## config.mk

```make
export PLATFORM = sky130hd
export DESIGN_NAME = utf8_to_ucs2_decoder_unit
export DESIGN_NICKNAME = d
export VERILOG_FILES = /design/src/rtl/utfd_pkg.sv /design/src/rtl/utfd_core.sv /design/src/rtl/utf8_to_ucs2_decoder_unit.sv
export SDC_FILE = /design/constraint.sdc
export NUM_CORES = 1
export LEC_CHECK = 0
export CAP_MARGIN = 30
export CELL_PAD_IN_SITES_DETAIL_PLACEMENT = 1
export CELL_PAD_IN_SITES_GLOBAL_PLACEMENT = 2
export CORE_MARGIN = 8
export CORE_UTILIZATION = 39
export DETAILED_ROUTE_END_ITERATION = 7
export DONT_BUFFER_PORTS = 1
export PLACE_DENSITY_LB_ADDON = 0.1
export SYNTH_ARGS = -nofsm -noshare
export SYNTH_HDL_FRONTEND = slang
export SYNTH_SLANG_ARGS = --single-unit
```

## constraint.sdc

```tcl
create_clock -name clock -period 2.7 [get_ports clock]
set_input_delay 0.27 -clock clock [delete_from_list [all_inputs] [get_ports clock]]
set_output_delay 0.27 -clock clock [all_outputs]
set_load 0.01 [all_outputs]
```

## src/rtl/utfd_pkg.sv

```systemverilog
// shared types and constants of the utf-8 to ucs-2 decoder
package utfd_pkg;

   localparam logic [7:0]  LEAD2_MASK  = 8'hE0;
   localparam logic [7:0]  LEAD2_CODE  = 8'hC0;
   localparam logic [7:0]  LEAD3_MASK  = 8'hF0;
   localparam logic [7:0]  LEAD3_CODE  = 8'hE0;
   localparam logic [7:0]  ASCII_LIMIT = 8'h80;
   localparam logic [15:0] QMARK_UNIT  = 16'h003F;
   localparam logic [1:0]  SKIP_COUNT  = 2'd3;

   // one decoded result as handed from the decode stage to the result register
   typedef struct packed {
      logic        emit;
      logic [15:0] code_unit;
      logic        end_of_string;
   } result_type;

endpackage

```

## src/rtl/utfd_core.sv

```systemverilog
// decode logic and sequence state of the utf-8 to ucs-2 decoder
module utfd_core
   import utfd_pkg::*;
(
   input  logic       clock,
   input  logic       reset,
   input  logic [7:0] data_byte,
   input  logic       fire,
   output result_type result
);

   logic [1:0]  bytes_pending_ff, bytes_pending_in;
   logic        skipping_ff, skipping_in;
   logic [15:0] partial_ff, partial_in;
   logic [1:0]  pending_dec;
   logic [15:0] partial_shift;

   assign pending_dec   = bytes_pending_ff - 2'd1;
   assign partial_shift = {partial_ff[9:0], data_byte[5:0]};

   always_comb begin
      bytes_pending_in     = bytes_pending_ff;
      skipping_in          = skipping_ff;
      partial_in           = partial_ff;
      result.emit          = 1'b0;
      result.code_unit     = 16'h0000;
      result.end_of_string = 1'b0;
      if (bytes_pending_ff != 2'd0) begin
         bytes_pending_in = pending_dec;
         if (skipping_ff) begin
            if (pending_dec == 2'd0) begin
               skipping_in = 1'b0;
            end
         end else begin
            partial_in = partial_shift;
            if (pending_dec == 2'd0) begin
               result.emit      = 1'b1;
               result.code_unit = partial_shift;
            end
         end
      end else begin
         skipping_in = 1'b0;
         if (data_byte == 8'h00) begin
            result.emit          = 1'b1;
            result.end_of_string = 1'b1;
         end else if (data_byte < ASCII_LIMIT) begin
            result.emit      = 1'b1;
            result.code_unit = {8'h00, data_byte};
         end else if ((data_byte & LEAD2_MASK) == LEAD2_CODE) begin
            partial_in       = {11'd0, data_byte[4:0]};
            bytes_pending_in = 2'd1;
         end else if ((data_byte & LEAD3_MASK) == LEAD3_CODE) begin
            partial_in       = {12'd0, data_byte[3:0]};
            bytes_pending_in = 2'd2;
         end else begin
            // unsupported lead: answer at once, then drop three bytes
            bytes_pending_in = SKIP_COUNT;
            skipping_in      = 1'b1;
            result.emit      = 1'b1;
            result.code_unit = QMARK_UNIT;
         end
      end
   end

   always_ff @(posedge clock) begin
      if (reset) begin
         bytes_pending_ff <= 2'd0;
         skipping_ff      <= 1'b0;
         partial_ff       <= 16'h0000;
      end else if (fire) begin
         bytes_pending_ff <= bytes_pending_in;
         skipping_ff      <= skipping_in;
         partial_ff       <= partial_in;
      end
   end

   a_skip_needs_pending: assert property (@(posedge clock) disable iff (reset)
      skipping_ff |-> bytes_pending_ff != 2'd0)
      else $error("skipping set with no bytes pending");

   a_end_only_at_start: assert property (@(posedge clock) disable iff (reset)
      result.end_of_string |-> bytes_pending_ff == 2'd0 && result.code_unit == 16'h0000)
      else $error("end of string outside a sequence start");

   a_lead2_pending: assert property (@(posedge clock) disable iff (reset)
      fire && bytes_pending_ff == 2'd0 && data_byte[7:5] == 3'b110
      |=> bytes_pending_ff == 2'd1 && !skipping_ff)
      else $error("two-byte lead did not arm one continuation");

   a_qmark_arms_skip: assert property (@(posedge clock) disable iff (reset)
      fire && result.emit && result.code_unit == QMARK_UNIT && data_byte[7]
      && bytes_pending_ff == 2'd0 |=> skipping_ff && bytes_pending_ff == SKIP_COUNT)
      else $error("unsupported lead did not start skipping");

endmodule

```

## src/rtl/utf8_to_ucs2_decoder_unit.sv

```systemverilog
// Streaming UTF-8 to UCS-2 decoder: one byte per req item, zero or one 16-bit
// code unit per rsp item. Items are taken one per cycle without gaps unless a
// stalled rsp side holds them; a byte is held in an input register, decoded
// against the sequence state and the result lands in the output register. The
// output register lets the next byte enter while a result still waits; a stalled
// rsp side blocks req only when both the input and output registers are full. A
// zero byte at a sequence start gives code unit 0 with rsp_end_of_string set;
// unsupported leads give 0x003F and the next three bytes are dropped.
module utf8_to_ucs2_decoder_unit
   import utfd_pkg::*;
(
   input  logic        clock,
   input  logic        reset,
   input  logic        req_valid,
   output logic        req_ready,
   input  logic [7:0]  req_data_byte,
   output logic        rsp_valid,
   input  logic        rsp_ready,
   output logic [15:0] rsp_code_unit,
   output logic        rsp_end_of_string
);

   logic        in_valid_ff;
   logic [7:0]  in_byte_ff;
   logic        rsp_valid_ff;
   logic [15:0] rsp_code_unit_ff;
   logic        rsp_end_ff;
   logic        out_free;
   logic        advance;
   result_type  result;

   assign out_free  = !rsp_valid_ff || rsp_ready;
   // an item with no result may always move on
   assign advance   = in_valid_ff && (!result.emit || out_free);
   assign req_ready = !in_valid_ff || advance;

   utfd_core u_core (
      .clock     (clock),
      .reset     (reset),
      .data_byte (in_byte_ff),
      .fire      (advance),
      .result    (result)
   );

   always_ff @(posedge clock) begin
      if (reset) begin
         in_valid_ff <= 1'b0;
      end else if (req_ready) begin
         in_valid_ff <= req_valid;
      end
   end

   always_ff @(posedge clock) begin
      if (req_valid && req_ready) begin
         in_byte_ff <= req_data_byte;
      end
   end

   always_ff @(posedge clock) begin
      if (reset) begin
         rsp_valid_ff <= 1'b0;
      end else if (out_free) begin
         rsp_valid_ff <= advance && result.emit;
      end
   end

   always_ff @(posedge clock) begin
      if (advance && result.emit && out_free) begin
         rsp_code_unit_ff <= result.code_unit;
         rsp_end_ff       <= result.end_of_string;
      end
   end

   assign rsp_valid         = rsp_valid_ff;
   assign rsp_code_unit     = rsp_code_unit_ff;
   assign rsp_end_of_string = rsp_end_ff;

endmodule
```

# Word-level counts from Yosys, hierarchy flattened
# Index checks and enable logic that the tools add are counted.
[word_totals]
register_bits = 40
[classes]
n_eq_ne = 5
addsub = 1
n_mux = 27
reduce_logical = 16
order_cmp = 1
[op_table]
columns = ["operator", "count"]
rows = [
  ["17-bit 2-to-1 mux", 6],
  ["10-bit 2-to-1 mux", 6],
  ["16-bit 2-to-1 mux", 1],
  ["1-bit 2-to-1 mux", 10],
  ["8-bit logical NOT", 1],
  ["8-bit less-than comparator, second input constant", 1],
  ["2-bit 2-to-1 mux", 4],
  ["5-bit AND reduction", 1],
  ["4-bit == test, second input constant", 1],
  ["1-bit logical AND", 4],
  ["2-bit by 1-bit inequality test with 1-bit output, second input constant", 2],
  ["3-bit == test, second input constant", 1],
  ["1-bit logical NOT", 3],
  ["1-bit logical OR", 3],
  ["3-bit AND reduction", 1],
  ["3-bit nonzero test", 1],
  ["2-bit logical NOT", 1],
  ["2-bit inequality test, second input constant", 1],
  ["2-bit nonzero test", 1],
  ["2-bit by 1-bit subtractor with 2-bit output, second input constant", 1],
]

# Depth between registers and ports, before layout
[logic_depth]
word_depth = 11
ltp_mapped = 6

# By module
# From an unflattened synthesis, not the netlist that was laid out.
[unflattened]
cells_unflattened = 142
area_unflattened_um2 = 1642.8
[by_module_without_submodules]
columns = ["module", "cells_each", "instances", "area_per_inst_um2"]
rows = [
  ["utf8_to_ucs2_decoder_unit", 37, 1, 854.6],
  ["utfd_core", 105, 1, 788.3],
]

# Least setup slack after synthesis
# OpenSTA, ideal clock, no wires.
[synth_path]
kind = "reg2reg"
from = "register u_core.bytes_pending_ff[0]"
to = "register rsp_code_unit_ff[0], in the netlist rsp_code_unit[0] (enable)"
synth_period_minus_slack_ns = 2.097
setup_slack_ns = 0.603
path_buffers = 0
path_stages_with_launch = 5
arrival_ns = 1.707
t_required_ns = 2.310
path_cell_list = "dfxtp_1 -> or2_4 -> a31oi_1 -> o21ai_0 -> nor2_1"
[synth_between]
elab_chain_cells = 10
elab_cells_between_ends = 11
cone_classes = "add/sub: 1; mux: 3; reduce/logical: 7"
[synth_rtl]
columns = ["element", "line", "source"]
rows = [
  ["start, declared", "utfd_core.sv:12", "logic [1:0] bytes_pending_ff, bytes_pending_in;"],
  ["start signal, assigned", "utfd_core.sv:71", "bytes_pending_ff <= bytes_pending_in;"],
  ["2-bit by 1-bit subtractor with 2-bit output", "utfd_core.sv:18", "assign pending_dec = bytes_pending_ff - 2'd1;"],
  ["2-bit logical NOT", "utfd_core.sv:36", "if (pending_dec == 2'd0) begin"],
  ["17-bit 2-to-1 mux", "utfd_core.sv:36", ""],
  ["17-bit 2-to-1 mux", "utfd_core.sv:30", "if (skipping_ff) begin"],
  ["17-bit 2-to-1 mux *", "utfd_core.sv:28", "if (bytes_pending_ff != 2'd0) begin"],
  ["1-bit logical NOT", "utf8_to_ucs2_decoder_unit.sv:34", "assign advance = in_valid_ff && (!result.emit || out_free);"],
  ["1-bit logical OR", "utf8_to_ucs2_decoder_unit.sv:34", ""],
  ["1-bit logical AND", "utf8_to_ucs2_decoder_unit.sv:34", ""],
  ["1-bit logical AND * (2 in a row)", "utf8_to_ucs2_decoder_unit.sv:68", "if (advance && result.emit && out_free) begin"],
  ["end signal, assigned", "utf8_to_ucs2_decoder_unit.sv:69", "rsp_code_unit_ff <= result.code_unit;"],
  ["end, declared", "utf8_to_ucs2_decoder_unit.sv:26", "logic [15:0] rsp_code_unit_ff;"],
]
# Every way passes the cells marked *; elsewhere a longest branch is shown, timed or not.
# A chain may end at the register's enable or synchronous reset.

# Worst setup path after layout
[layout_path]
from = "register in_byte_ff[5]"
to = "register in_byte_ff[7] (enable)"
[layout_between]
elab_chain_cells = 11
elab_cells_between_ends = 14
cone_classes = "order compare: 1; eq/ne: 2; mux: 5; reduce/logical: 6"
[layout_rtl]
columns = ["element", "line", "source"]
rows = [
  ["start, declared", "utf8_to_ucs2_decoder_unit.sv:24", "logic [7:0] in_byte_ff;"],
  ["start signal, assigned", "utf8_to_ucs2_decoder_unit.sv:55", "in_byte_ff <= req_data_byte;"],
  ["parallel branches: the longest is 4 deep, another holds 8-bit less-than comparator", "n/a", ""],
  ["1-bit 2-to-1 mux *", "utfd_core.sv:43", "if (data_byte == 8'h00) begin"],
  ["17-bit 2-to-1 mux *", "utfd_core.sv:28", ""],
  ["1-bit logical NOT *", "utf8_to_ucs2_decoder_unit.sv:34", ""],
  ["1-bit logical OR *", "utf8_to_ucs2_decoder_unit.sv:34", ""],
  ["1-bit logical AND *", "utf8_to_ucs2_decoder_unit.sv:34", ""],
  ["1-bit logical OR *", "utf8_to_ucs2_decoder_unit.sv:35", "assign req_ready = !in_valid_ff || advance;"],
  ["via req_ready", "utf8_to_ucs2_decoder_unit.sv:15", "output logic req_ready,"],
  ["1-bit logical AND *", "utf8_to_ucs2_decoder_unit.sv:54", "if (req_valid && req_ready) begin"],
]
# Mark *: on every way through the listed nets, which the timed path passes.

==> impl_metrics.json <==
{
  "status": "finished clean",
  "clock_skew_ps": 6.579,
  "diodes": 0,
  "cp_max_fo": 8,
  "slew_violations": 0,
  "wl_met3_um": 184,
  "first_iter_violations": 47,
  "start_util_pct": 40.89,
  "cts_buffers": 5,
  "synth_fp_nets": 157,
  "dieArea_um2": 6598,
  "cts-htree-levels": 2,
  "cp.buffers_inverters": 0,
  "dp_slack_ps": 781.5,
  "io_pins": 31,
  "crit_family": "compound AO/OA/AOI/OAI gates",
  "cts_hold_buf": 0,
  "required_ps": 2660,
  "ctsResizeCount": 0,
  "clock_latency_ps": 290,
  "synth_area_um2": 1659,
  "critical_path_class": "reg2reg",
  "power_density_nw_per_um2": 665.1,
  "async_reset_ff_share_pct": 0,
  "cp_slowest_stage_delay_ps": 490,
  "cpMaxStageDelayCell": "edfxtp_1",
  "die_h_um": 81.23,
  "grt-ovfl-total": 0,
  "tns_ps": 0,
  "cts_setup_buffers": 0,
  "die_w_um": 81.23,
  "tightestPinTransition_ps": 655.1,
  "peakVddDrop_uv": 397.3,
  "met1_length_um": 1665,
  "design_area_um2": 1799,
  "drv_cap": 0,
  "syn_to_final_growth_pct": 8.447,
  "relSlewSlack_pct": 56.33,
  "placementRows": 23,
  "wirelength_um": 3357,
  "core_area_um2": 4058,
  "wl_met2_um": 1468,
  "ys_types": 31,
  "synth_seq_cells": 40,
  "grt_pass1_vias": 1120,
  "port-buffer-count": 0,
  "antenna_found_initial": 0,
  "hp-class": "in2reg",
  "worstPathArrival_ps": 1870,
  "hpwl_um": 2532,
  "via_per_inst": 5.322,
  "p_leak_nw": 0.6150,
  "wl_per_cell_um": 16.87,
  "dr.pass1.iters": 6,
  "setup_viol": 0,
  "p_total_mw": 1.197,
  "grt_max_degree": 23,
  "crit_path_start_kind": "flop",
  "ys_warn_count": 0,
  "drive_gt1_share_pct": 8.725,
  "grt_usage_pct": 10.79,
  "synth-edff-count": 25,
  "cts_tree": "built",
  "cts_buffer_depth": 2,
  "clock-root-buffer": "clkbuf_8",
  "crit_chain": "nand2_1 > a31oi_1 > o211ai_1 > and2_1",
  "ant_nets": 0,
  "num_vias": 1059,
  "maxUsedRoutingLayer": "met4",
  "final_common_cell": "edfxtp_1",
  "nets": 160,
  "place.gp.congestion": 0.7409,
  "avgSynthCellArea_um2": 11.44,
  "fillCellCount": 441,
  "mostFrequentLayoutCells": "edfxtp_1 (25), nand2_1 (19), nor2_1 (15), dfxtp_1 (15)",
  "rsz0062_at_grt": "false",
  "grt_pass1_wl_um": 5471,
  "fmax_ghz": 0.5237,
  "dpl_cell_area_um2": 1705,
  "timing.final.ws_setup_ps": 790.6,
  "clkSinkCount": 40,
  "fin_crit_ps": 1909,
  "ys_seq_area_share_pct": 63.35,
  "end_kind": "flop",
  "finalHoldViolations": 0,
  "path_clk_slew_ps": 70,
  "synthFlopType": "edfxtp_1",
  "drc": 0,
  "min_period_over_period_pct": 70.72,
  "netlist_instances": 145,
  "holdWs_ps": 49.45
}
==> metal layers <==
metal | up-vias | global-route usage, %
li1 | 519 | -
met2 | 31 | 17.24
met4 | 0 | 4.286
met1 | 503 | 13.10
met5 | - | 0
met3 | 6 | 3.642
==> state kept, by name, summed over array words and instances, names as in the netlist <==
name / count
u_core.partial_ff: 10
in_byte_ff: 8
rsp_valid: 1
rsp_end_of_string: 1
in_valid_ff: 1
u_core.bytes_pending_ff: 2
rsp_code_unit: 16
u_core.skipping_ff: 1
==> layout make-up <==
class,instances,area (um^2),share of cell area (%)
inverter,6,22.52,1.252
multi-input combinational,93,554.3,30.81
sequential,40,1051,58.41
timing repair buffer,2,15.01,0.8345
clock inverter,1,7.507,0.4172
tap,50,62.56,3.477
clock buffer,7,86.33,4.798
==> Yosys cell counts, types with 2 or more instances <==
cell | instances | area [um^2]
nor2_1 | 15 | 56.30
nor4_1 | 4 | 25.02
edfxtp_1 | 25 | 750.7
clkbuf_1 | 4 | 15.01
a32o_1 | 2 | 20.02
nand3_1 | 6 | 30.03
o21ai_0 | 4 | 20.02
nand2b_1 | 2 | 12.51
o211ai_1 | 2 | 15.01
nand2_1 | 19 | 71.32
dfxtp_1 | 15 | 300.3
a21oi_1 | 5 | 25.02
and2_1 | 10 | 62.56
mux2i_1 | 10 | 100.1
inv_1 | 6 | 22.52
==> cell families after synthesis <==
group	Yosys count	share of synthesized area [%]
muxes	10	6.033
AOI/OAI and AO/OA	20	8.447
DFF	40	63.35
and+or+nand+nor	63	18.93
buffers and inverters	12	3.242
==> stage by stage <==
step	utilization, %	std cells
detailed placement	42.03	191
finish	44.34	199
global route	44.34	199
CTS	44.34	199
global placement	42.03	191
floorplan	-	145
==> where the power goes <==
part / switching, mW / internal, mW
clock network: 0.197 / 0.208
logic: 0.0534 / 0.0282
registers: 0.0292 / 0.682
==> path summary, 6_finish.rpt <==
path / slack (ps) / endpoint / start / cells past startpoint
setup / recovery: 790 / in_byte_ff[7] / in_byte_ff[5] / 4
hold / removal: 50 / rsp_valid / reset / 1
setup reg to reg: 790 / in_byte_ff[7] / in_byte_ff[5] / 4
hold reg to reg: 460 / u_core.partial_ff[6] / u_core.partial_ff[6] / 2
Note: power is estimated with default switching activity, not from simulation.
